<file path="src/rtl/m3bl_pkg.sv">
// Shared types, constants and helpers for the murmur3 bloom index generator.
// No dependencies; every other file imports this package.
`default_nettype none
package m3bl_pkg;

    localparam int MaxHashes = 64;
    localparam int WordW     = 64;
    localparam int CntW      = 5;
    localparam int NumW      = 6;

    localparam logic [63:0] MixC1 = 64'h87c37b91114253d5;
    localparam logic [63:0] MixC2 = 64'h4cf5ad432745937f;
    localparam logic [63:0] FmixA = 64'hff51afd7ed558ccd;
    localparam logic [63:0] FmixB = 64'hc4ceb9fe1a85ec53;
    localparam logic [63:0] AddL  = 64'h0000000052dce729;
    localparam logic [63:0] AddH  = 64'h0000000038495ab5;

    localparam logic [CntW-1:0] FullBlk = 5'd16;

    typedef enum logic [0:0] {
        CFG_HASH_COUNT = 1'b0,
        CFG_MODULUS    = 1'b1
    } t_cfg_idx;

    typedef enum logic [0:0] {
        ST_OK    = 1'b0,
        ST_EMPTY = 1'b1
    } t_status;

    // classified block handed from the front queue to the engine
    typedef struct packed {
        logic [WordW-1:0] w0;
        logic [WordW-1:0] w1;
        logic             body;  // full body mix, else tail mix
        logic             last;
        logic [CntW-1:0]  len;   // bytes added to the total length
    } t_blk;

    typedef struct packed {
        logic [WordW-1:0] idx;
        logic [NumW-1:0]  num;
        t_status          status;
        logic             last;
    } t_res;

    typedef enum logic [4:0] {
        E_IDLE, E_L1A, E_L1B, E_APL, E_L2A, E_L2B, E_APH, E_CHK, E_ERR,
        E_F0, E_F1, E_M1A, E_M1B, E_M2A, E_M2B, E_F2, E_F3,
        E_RED, E_DGO, E_DWT, E_EMIT
    } t_eng_st;

    // low n bytes of a word kept, n in 0..8
    function automatic logic [63:0] byte_mask(input logic [3:0] n);
        logic [63:0] m;
        if (n >= 4'd8) begin
            m = '1;
        end else begin
            m = (64'd1 << {n[2:0], 3'b000}) - 64'd1;
        end
        return m;
    endfunction

    function automatic logic [63:0] rotl(input logic [63:0] v, input logic [5:0] r);
        return (v << r) | (v >> (7'd64 - {1'b0, r}));
    endfunction

endpackage
`default_nettype wire

</file>
<file path="src/rtl/m3bl_front.sv">
// Front part: accepts input blocks, clamps and classifies them, and queues
// them (two deep) for the engine. Depends on m3bl_pkg.
`default_nettype none
module m3bl_front import m3bl_pkg::*; (
    input  wire logic              i_clk,
    input  wire logic              i_rst_n,
    input  wire logic              i_push,
    output logic                   o_full,
    input  wire logic [WordW-1:0]  i_word_low,
    input  wire logic [WordW-1:0]  i_word_high,
    input  wire logic [CntW-1:0]   i_byte_count,
    input  wire logic              i_last_block,
    input  wire logic              i_take,
    output logic                   o_avail,
    output t_blk                   o_blk
);
    t_blk            r_mem [2];
    logic            r_wp, r_rp;
    logic [1:0]      r_cnt;
    logic [CntW-1:0] cnt_c;
    logic            body_c;
    logic            tail_hi;
    t_blk            blk_c;
    logic            do_push, do_pop;

    always_comb begin
        cnt_c   = (i_byte_count > FullBlk) ? FullBlk : i_byte_count;
        body_c  = !i_last_block || (cnt_c == FullBlk);
        tail_hi = cnt_c > 5'd8;
        blk_c.body = body_c;
        blk_c.last = i_last_block;
        blk_c.len  = body_c ? FullBlk : cnt_c;
        if (body_c) begin
            blk_c.w0 = i_word_low;
            blk_c.w1 = i_word_high;
        end else begin
            blk_c.w0 = i_word_low & byte_mask(tail_hi ? 4'd8 : cnt_c[3:0]);
            blk_c.w1 = tail_hi ? (i_word_high & byte_mask(cnt_c[3:0] - 4'd8)) : '0;
        end
    end

    assign o_full  = r_cnt == 2'd2;
    assign o_avail = r_cnt != 2'd0;
    assign o_blk   = r_mem[r_rp];
    assign do_push = i_push && !o_full;
    assign do_pop  = i_take && o_avail;

    always_ff @(posedge i_clk) begin
        if (do_push) begin
            r_mem[r_wp] <= blk_c;
        end
    end

    always_ff @(posedge i_clk) begin
        if (!i_rst_n) begin
            r_wp  <= 1'b0;
            r_rp  <= 1'b0;
            r_cnt <= 2'd0;
        end else begin
            if (do_push) r_wp <= !r_wp;
            if (do_pop)  r_rp <= !r_rp;
            r_cnt <= r_cnt + {1'b0, do_push} - {1'b0, do_pop};
        end
    end
endmodule
`default_nettype wire

</file>
<file path="config.mk">
export PLATFORM = sky130hd
export DESIGN_NAME = m3bl_front
export DESIGN_NICKNAME = d
export VERILOG_FILES = /design/src/rtl/m3bl_pkg.sv /design/src/rtl/m3bl_front.sv
export SDC_FILE = /design/constraint.sdc
export NUM_CORES = 1
export LEC_CHECK = 0
export BUFFER_PORTS_ARGS = -buffer_cell sky130_fd_sc_hd__buf_2
export CORE_ASPECT_RATIO = 1.1
export CORE_MARGIN = 4
export CORE_UTILIZATION = 53
export CTS_BUF_LIST = sky130_fd_sc_hd__clkbuf_4 sky130_fd_sc_hd__clkbuf_8 sky130_fd_sc_hd__clkbuf_16
export DETAILED_ROUTE_END_ITERATION = 10
export GPL_TIMING_DRIVEN = 0
export PLACE_DENSITY = 0.78
export SLEW_MARGIN = 15
export SYNTH_ARGS = -nofsm -noshare
export SYNTH_HDL_FRONTEND = slang
export SYNTH_SLANG_ARGS = --single-unit
</file>
<file path="constraint.sdc">
create_clock -name i_clk -period 5.5 [get_ports i_clk]
set_clock_uncertainty 0.2 [all_clocks]
set_input_delay 0.825 -clock i_clk [delete_from_list [all_inputs] [get_ports i_clk]]
set_output_delay 0.825 -clock i_clk [all_outputs]
set_load 0.02 [all_outputs]
</file>
==> summary.txt, run 1 <==
Initial Util = 54.1%
number of global-route vias before repair = 6741
Least-Margin Pin Slew = 610 ps
GRT Residual Overflow = 0
type of the tightest min-delay check = register to register
total of cells resized after clock tree synthesis = 0
synth-to-layout area growth = 23.6%
post-synthesis cell type with the largest combined area = sky130_fd_sc_hd__edfxtp_1
run status = finished clean
vertical die dimension = 160 um
detailed-router iteration count before antenna repair = 4
number of flops mapped to enable cells by yosys = 270
filler cell count in the final layout = 1465
drt drc = 0
Top-Level Pins = 275
Final Routed Wirelength = 23600 um
number of warnings reported in the yosys synthesis log = 0
top achievable clock speed = 307 MHz
hpwl dp = 16400 um
largest cells by area after synthesis = sky130_fd_sc_hd__edfxtp_1 (73%), sky130_fd_sc_hd__mux2_2 (14%), sky130_fd_sc_hd__and2_1 (5.4%)
post-synth net total = 781
proportion of register bits with asynchronous set or reset after synthesis = 0%
share of total power in the clock network = 27.1%
Post-Place Setup Slack = 2530 ps
final slew viol count = 0
internal power consumption = 4460 uW
die area = 0.0235 sq mm
average routed wire per standard cell = 19.3 um
first-pass GRT wire length = 36100 um
Skew-Pair Late Insertion Delay = 510 ps
initial antenna violation count = 5
Via Count = 6409
combinational group share of total power = 30.1%
FF+latch count, synth = 275
fraction of final layout cells sized beyond drive strength 1 = 50.6%
Final period util = 59.2%
Sw Pwr = 1980 uW
number of design-rule violations left by the first detailed-router iteration = 302
cells after synthesis = 639
number of sinks on the clock net = 275
CTS root buf = sky130_fd_sc_hd__clkbuf_16
unrepaired setup endpoints after global routing = no
sequential fraction of the synthesis area = 73.4%
all-layer global routing usage = 19.5%
Setup TNS = 0 ps
largest fanout of any net on the critical path = 10
post-synth top area share = 72.5%
Switching Fraction = 30.7%
startpoint type of the worst setup path = register
critical path required time = 4470 ps
type of element capturing the critical path = primary output
count of antenna-violating nets left after detailed routing = 0
minimum clock period after layout = 3260 ps
number of failing setup endpoints in the final timing report = 0
Synth cell types = 44
Core Box Area = 0.0206 sq mm
setup bufs post-CTS = 0
deepest level of the CTS H-tree = 1
maximum vdd ir drop = 606 uV
number of clock buffers inserted by TritonCTS = 27
number of buffers on the longest clock path = 3
Seq pwr share = 42.8%
gpl congestion = 0.812
CTS tree = yes
Die W = 146 um
final net count = 1087
largest net degree at the start of global routing = 71
site row count = 55
hold buffer count at cts = 0
max-cap viol count = 0
critical path data arrival time = 2230 ps
Netlist Area Pre-Place = 0.0112 sq mm
vias per cell = 5.24
clock-pin slew of the registers on the worst-case setup and hold paths = 60 ps
Worst slew margin = 59.1%
leakage power figure = 0.00529 uW
critical path start-end classification = register to primary output
average size of a mapped cell = 17.5 sq um
core utilization of the finished layout = 66.9%
PnR worst setup slack = 2240 ps
power per unit of standard cell area = 466 mW/mm^2
count of buffers from port buffering = 274
final hold viol count = 0
main flop type after synthesis = sky130_fd_sc_hd__edfxtp_1
==> kinds of logic after synthesis <==
kind of cell | synth area share, %
multiplexers | 13.6
AND/OR/NAND/NOR | 9.25
AO/OA/AOI/OAI | 1.60
buffers and inverters | 1.37
XOR/XNOR | 0.313
flip-flops | 73.4
adder cells (fa/ha/maj) | 0.448
==> path summary, 6_finish.rpt <==
| path | from | slack (ps) | cells after the start | to |
|---|---|---|---|---|
| worst max register to register | r_cnt[0] | 3140 | 5 | r_mem[0][91] |
| worst min register to register | r_wp | 300 | 2 | r_wp |
| worst max-delay path | register | 2240 | 5 | o_blk[87] |
| worst min-delay path | r_wp | 300 | 2 | r_wp |
==> per-layer routing <==
layer | wire length [um] | vias up | GRT usage [%]
met5 | 34 | - | 0
met4 | 595 | 6 | 5.56
met3 | 2000 | 49 | 5.70
li1 | - | 3001 | -
met1 | 8850 | 3107 | 23.5
met2 | 12100 | 246 | 34.2
==> state kept, by name (all words and copies together) (netlist names), named ones only <==
signal and count:
r_wp 1, r_rp 1, r_mem 270, r_cnt 2
==> cells in the mapped netlist, drive strengths merged, types with 2 or more instances <==
| master | count |
|---|---|
| edfxtp | 270 |
| mux2 | 135 |
| and2 | 96 |
| nor2b | 28 |
| buf | 22 |
| nand2 | 10 |
| inv | 8 |
| nor2 | 8 |
| a21boi | 6 |
| dfxtp | 5 |
| a21o | 4 |
| a21oi | 4 |
| ha | 4 |
| o21ai | 4 |
| and3 | 3 |
| nand3 | 3 |
| nor3 | 3 |
| xnor2 | 3 |
| and2b | 2 |
| nand2b | 2 |
| nor3b | 2 |
| nor4b | 2 |
| o21a | 2 |
| or3 | 2 |
==> power by group through the flow <==
stage | Sequential, uW | Combinational (uW) | Clock (uW)
after global routing | 2780 | 2070 | 1870
after detailed placement | 2800 | 1950 | 0
after global placement | 2850 | 1910 | 0
after floorplan | 2820 | 1310 | 0
after CTS | 2760 | 1970 | 1780
final | 2760 | 1940 | 1750
==> final cells by class <==
type,instances,area [sq um],share of cell area [%]
multi-input combinational,333,2820,20.4
clock inverter,14,118,0.852
antenna,3,7.51,0.0544
tap,256,320,2.32
buffer,23,123,0.888
clock buffer,33,721,5.22
inverter,8,37.5,0.272
timing repair buffer,277,1450,10.5
sequential,275,8210,59.4
==> stage by stage <==
stage / hold slack (ps) / power [uW] / instance area, sq um / instances
2_1_floorplan: 258 / 4130 / 11200 / 639
3_3_place_gp: 271 / 4760 / 12900 / 1169
3_5_place_dp: 296 / 4750 / 13000 / 1172
4_1_cts: 304 / 6510 / 13800 / 1219
5_1_grt: 320 / 6720 / 13800 / 1220
6_report: 298 / 6440 / 13800 / 1222
==> critical path, stage by stage, from the launching register on <==
cell	delay (ps)
sky130_fd_sc_hd__dfxtp_1	300
sky130_fd_sc_hd__buf_2	240
sky130_fd_sc_hd__buf_2	300
sky130_fd_sc_hd__buf_2	310
sky130_fd_sc_hd__mux2_2	380
sky130_fd_sc_hd__buf_2	170
==> cell usage in the layout (no fill, tap or decap), drive strengths merged, types with 4 or more instances in the layout <==
| cell type | synthesis | routed |
|---|---|---|
| edfxtp | 270 | 270 |
| nor2b | 28 | 28 |
| a21boi | 6 | 6 |
| ha | 4 | 4 |
| mux2 | 135 | 135 |
| inv | 8 | 9 |
| a21oi | 4 | 4 |
| clkinv | 0 | 11 |
| o21ai | 4 | 4 |
| nand2 | 10 | 10 |
| buf | 22 | 299 |
| clkbuf | 1 | 34 |
| dfxtp | 5 | 5 |
| nor2 | 8 | 8 |
| a21o | 4 | 4 |
| and2 | 96 | 96 |
No activity file was read; power rests on OpenSTA's default activity.
==> run 2: changes to the inputs <==
==> constraint.sdc (replaced) <==
create_clock -name i_clk -period 3 [get_ports i_clk]
set_clock_uncertainty 0.2 [all_clocks]
set_input_delay 0.45 -clock i_clk [delete_from_list [all_inputs] [get_ports i_clk]]
set_output_delay 0.45 -clock i_clk [all_outputs]
set_load 0.02 [all_outputs]
==> run 2 against run 1 <==
Compared with the run above:
- utilization up 0.36 points
- power up 83%
- die area unchanged
- routed wire length down 1.5%
- register-to-register slack worse by 2400 ps
- critical path depth unchanged
- global-route usage about the same
- sequential cell count unchanged
- sequential share of layout area down 0.30 points
- setup slack worse by 2100 ps
- first-iteration DRC count up 4.6%
- critical path type unchanged
==> summary.txt, run 2 (same netlist as run 1, synthesis figures left out) <==
reg-to-reg endpoint = r_mem[0][80]
setup bufs post-CTS = 0
number of sinks on the clock net = 275
maximum vdd ir drop = 676 uV
run status = finished clean
drt drc = 0
startpoint of the worst hold path = i_word_high[39]
most flop-heavy register = r_mem
vertical die dimension = 160 um
top achievable clock speed = 349 MHz
number of buffers on the longest clock path = 3
largest fanout of any net on the critical path = 10
critical path start-end classification = register to primary output
all-layer global routing usage = 19.4%
Least-Margin Pin Slew = 729 ps
number of failing setup endpoints in the final timing report = 0
capture endpoint of the worst hold path = r_mem[0][46]
unrepaired setup endpoints after global routing = yes
critical path required time = 2350 ps
critical path's most frequent cell = sky130_fd_sc_hd__buf_2
final hold viol count = 0
Hold Crit Depth = 2
detailed-router iteration count before antenna repair = 4
R2R setup slack = 780 ps
critical path data arrival time = 2220 ps
CTS root buf = sky130_fd_sc_hd__clkbuf_16
slowest library cell on the worst path = sky130_fd_sc_hd__mux2_2
Die W = 146 um
combinational group share of total power = 30.5%
gpl congestion = 0.791
leakage power figure = 0.00532 uW
flip-flop count of the largest register after layout = 270
Top-Level Pins = 275
Setup TNS = 0 ps
Final Routed Wirelength = 23200 um
Crit path largest cell delay = 380 ps
CTS tree = yes
share of total power in the clock network = 26.5%
core utilization of the finished layout = 67.3%
final slew viol count = 0
Initial Util = 54.1%
vias per cell = 5.21
Core Box Area = 0.0206 sq mm
die area = 0.0235 sq mm
site row count = 55
count of buffers from port buffering = 274
Switching Fraction = 30.5%
type of element capturing the critical path = primary output
internal power consumption = 8190 uW
number of global-route vias before repair = 6773
GRT Residual Overflow = 0
largest net degree at the start of global routing = 56
first-pass GRT wire length = 36200 um
synth-to-layout area growth = 24.2%
max-cap viol count = 0
Final period util = 95.5%
PnR worst setup slack = 134 ps
cells on worst reg2reg path = 6
total of cells resized after clock tree synthesis = 0
hold slack = 31.8 ps
Reg2Reg Launch Point = r_cnt[0]
top library cells by usage in the layout, fill and taps aside = sky130_fd_sc_hd__buf_2 (294), sky130_fd_sc_hd__edfxtp_1 (270), sky130_fd_sc_hd__mux2_2 (135)
Skew-Pair Late Insertion Delay = 510 ps
Post-Place Setup Slack = 336 ps
clock-pin slew of the registers on the worst-case setup and hold paths = 60 ps
most frequent standard cell in the layout excluding fill and tap cells = sky130_fd_sc_hd__buf_2
power per unit of standard cell area = 849 mW/mm^2
number of design-rule violations left by the first detailed-router iteration = 316
hpwl dp = 16400 um
largest registers = r_mem: 270 flops, r_cnt: 2 flops
average routed wire per standard cell = 18.9 um
type of the tightest min-delay check = input port to register
startpoint type of the worst setup path = register
number of clock buffers inserted by TritonCTS = 27
Worst slew margin = 51.4%
deepest level of the CTS H-tree = 1
count of antenna-violating nets left after detailed routing = 0
Sw Pwr = 3600 uW
Seq pwr share = 42.9%
final net count = 1092
minimum clock period after layout = 2870 ps
Via Count = 6388
crit path cell chain = buf_2, buf_2, buf_2, mux2_2, buf_2
fraction of final layout cells sized beyond drive strength 1 = 51.4%
initial antenna violation count = 8
[run 2: cell count changes in the layout (fill, tap and decap cells not counted), sizes merged]
cell	change
clkbuf	+7
clkinv	-6
buf	+3
bufinv	-2
dlygate4sd3	+2
clkinvlp	+1
diode	+1
inv	-1
[run 2: routing by layer]
layer | GRT usage (%) | vias to the layer above | wire length [um]
li1 | - | 3021 | -
met1 | 23.3 | 3078 | 8850
met2 | 34.3 | 235 | 11700
met3 | 6.01 | 46 | 2130
met4 | 4.92 | 8 | 477
met5 | 0 | - | 56
[run 2: worst max path at each step]
stage                               start       endpoint  slack, ps
final                            register     o_blk[108]        130
after detailed placement  i_byte_count[1]  r_mem[0][119]        340
after global routing             register     o_blk[120]         -9
after floorplan                  r_cnt[0]    r_mem[0][0]       -240
after CTS                        register     o_blk[108]         40
after global placement             i_push   r_mem[0][89]      -1530
[run 2: cell type report]
| type | instances | area [sq um] |
|---|---|---|
| flip-flops and latches | 275 | 8210 |
| fillers | 1443 | 6760 |
| multi-input cells | 333 | 2840 |
| repair buffers | 282 | 1520 |
| clock buffers | 40 | 798 |
| well taps | 256 | 320 |
| plain buffers | 23 | 123 |
| inverters | 8 | 36.3 |
| clock inverters | 6 | 33.8 |
| diodes | 4 | 10.0 |
[run 2: through the flow]
stage / power [uW] / instance area [sq um] / cells
4_1_cts: 11900 / 13900 / 1223
6_report: 11800 / 13900 / 1227
2_1_floorplan: 7560 / 11200 / 639
3_5_place_dp: 8760 / 13000 / 1175
3_3_place_gp: 8700 / 12900 / 1169
5_1_grt: 12300 / 13900 / 1226
[run 2: repair_timing]
item,4_1_cts,5_1_grt
hold buffers,2,0
endpoints found under the hold margin,3,0
endpoints found under the setup margin,0,5
[run 2: critical path, delay by kind of cell (launching register included)]
kind,cells,cell delay [ps]
buf+inv,4,1010
flops,1,300
mux,1,380
[run 2: power by group through the flow]
stage | clock, uW | sequential (uW) | combinational [uW]
floorplan | 0 | 5140 | 2420
global placement | 0 | 5180 | 3520
detailed placement | 0 | 5140 | 3620
CTS | 3190 | 5060 | 3650
global route | 3360 | 5110 | 3850
finish | 3130 | 5060 | 3600
==> run 3: changes to the inputs <==
==> constraint.sdc (replaced) <==
create_clock -name i_clk -period 2.7 [get_ports i_clk]
set_clock_uncertainty 0.2 [all_clocks]
set_input_delay 0.405 -clock i_clk [delete_from_list [all_inputs] [get_ports i_clk]]
set_output_delay 0.405 -clock i_clk [all_outputs]
set_load 0.02 [all_outputs]
==> run 3 against run 2 <==
Compared with the run above:
- global-route usage is 1.5 points higher
- sequential cell count unchanged
- non-clock buffer count rose by 83
- via count grew 6.3%
- register-to-register slack worse by 310 ps
==> summary.txt, run 3 (same netlist as run 1, synthesis figures left out) <==
run status = finished clean
Final period util = 95.5%
count of buffers from port buffering = 274
power per unit of standard cell area = 901 mW/mm^2
Least-Margin Pin Slew = 724 ps
number of global-route vias before repair = 7266
clock-pin slew of the registers on the worst-case setup and hold paths = 60 ps
Initial Util = 54.1%
final net count = 1175
stages on the worst setup path = 5
Placed Instances = 1175
endpoint of the worst setup timing path = o_blk[108]
largest registers = r_mem: 270 flops, r_cnt: 2 flops
PnR worst setup slack = 123 ps
Skew-Pair Late Insertion Delay = 510 ps
detailed-router iteration count before antenna repair = 4
synth-to-layout area growth = 31.8%
reg-to-reg endpoint = r_mem[0][81]
slowest library cell on the worst path = sky130_fd_sc_hd__mux2_2
vias per cell = 5.19
family with the most delay on the worst path = buffers and inverters
Crit path largest cell delay = 360 ps
largest net degree at the start of global routing = 56
top achievable clock speed = 388 MHz
first-pass GRT wire length = 38900 um
setup bufs post-CTS = 0
count of antenna-violating nets left after detailed routing = 0
Post-Place Setup Slack = 80.7 ps
fraction of final layout cells sized beyond drive strength 1 = 47.3%
number of sinks on the clock net = 275
critical path's most frequent cell = sky130_fd_sc_hd__buf_4
most frequent standard cell in the layout excluding fill and tap cells = sky130_fd_sc_hd__buf_2
minimum clock period after layout = 2580 ps
CTS root buf = sky130_fd_sc_hd__clkbuf_16
Final Routed Wirelength = 25100 um
most flop-heavy register = r_mem
final slew viol count = 0
number of clock buffers inserted by TritonCTS = 27
number of design-rule violations left by the first detailed-router iteration = 302
max-cap viol count = 0
die area = 0.0235 sq mm
average routed wire per standard cell = 19.2 um
CTS tree = yes
critical path start-end classification = register to primary output
crit path cell chain = buf_4, buf_4, buf_4, mux2_2, buf_2
Core Box Area = 0.0206 sq mm
largest fanout of any net on the critical path = 10
number of buffers on the longest clock path = 3
critical path required time = 2100 ps
Worst slew margin = 51.7%
placed instance area = 0.0130 sq mm
Reg2Reg Launch Point = r_cnt[0]
gpl congestion = 0.791
number of failing setup endpoints in the final timing report = 0
Power, Total = 13300 uW
vertical die dimension = 160 um
Bufs and invs on worst path = 4
critical path data arrival time = 1970 ps
fin cells = 1309
leakage power figure = 0.00566 uW
startpoint type of the worst setup path = register
initial antenna violation count = 6
type of element capturing the critical path = primary output
drt drc = 0
GRT Residual Overflow = 0
site row count = 55
Via Count = 6788
top library cells by usage in the layout, fill and taps aside = sky130_fd_sc_hd__buf_2 (287), sky130_fd_sc_hd__edfxtp_1 (270), sky130_fd_sc_hd__mux2_2 (135)
final hold viol count = 0
cell area after layout = 0.0147 sq mm
type of the tightest min-delay check = input port to register
cells on worst reg2reg path = 6
hpwl dp = 16400 um
R2R setup slack = 470 ps
maximum vdd ir drop = 868 uV
Die W = 146 um
flip-flop count of the largest register after layout = 270
deepest level of the CTS H-tree = 1
Top-Level Pins = 275
all-layer global routing usage = 20.9%
unrepaired setup endpoints after global routing = no
## run 3: through the flow
stage	setup TNS, ps	utilization [%]	hold slack (ps)
final	0	71.4	19.4
after global routing	0	71.4	16.9
after CTS	0	71.3	0.592
after detailed placement	0	63.1	305
after global placement	-376350	62.4	270
after floorplan	-86740	-	262
## run 3: cell type report
type | instances | area (sq um)
clock buffer | 40 | 798
multi-input combinational | 333 | 2840
fill | 1306 | 5910
antenna | 3 | 7.51
timing repair buffer | 365 | 2350
clock inverter | 6 | 33.8
buffer | 23 | 140
tap | 256 | 320
sequential | 275 | 8210
inverter | 8 | 36.3
## run 3: worst reg2reg max path: stages (launching register included)
cell and delay [ps]:
sky130_fd_sc_hd__dfxtp_2 350, sky130_fd_sc_hd__nand2b_4 150, sky130_fd_sc_hd__inv_4 30, sky130_fd_sc_hd__or3_4 370, sky130_fd_sc_hd__clkinvlp_4 280, sky130_fd_sc_hd__buf_12 260, sky130_fd_sc_hd__buf_12 250
## run 3: worst min path at each step
| stage | slack, ps | depth (start not counted) | endpoint | from |
|---|---|---|---|---|
| 2_1_floorplan | 260 | 2 | r_wp | r_wp |
| 3_3_place_gp | 270 | 2 | r_wp | r_wp |
| 3_5_place_dp | 300 | 2 | r_wp | r_wp |
| 4_1_cts | 0.6 | 2 | r_mem[0][94] | i_word_low[23] |
| 5_1_grt | 20 | 2 | r_mem[1][20] | i_word_high[13] |
| 6_report | 20 | 2 | r_mem[0][90] | i_word_low[19] |
## run 3: per-layer routing
| metal | wire [um] | track usage (%) | up-vias |
|---|---|---|---|
| met5 | 22 | 0 | - |
| met4 | 688 | 6.59 | 4 |
| met3 | 2040 | 5.84 | 54 |
| met2 | 13000 | 37.3 | 256 |
| met1 | 9380 | 24.6 | 3292 |
| li1 | - | - | 3182 |
## run 3: where the power goes
group          switching, uW  internal, uW  total [uW]
clock                   1450          2040        3490
combinational           2470          1700        4160
sequential               150          5480        5630
total                   4070          9210       13300
## run 3: repair_timing
action	CTS	global route
gates resized for setup	7	0
endpoints found under the hold margin	172	0
hold buffers	85	0
endpoints found under the setup margin	50	0
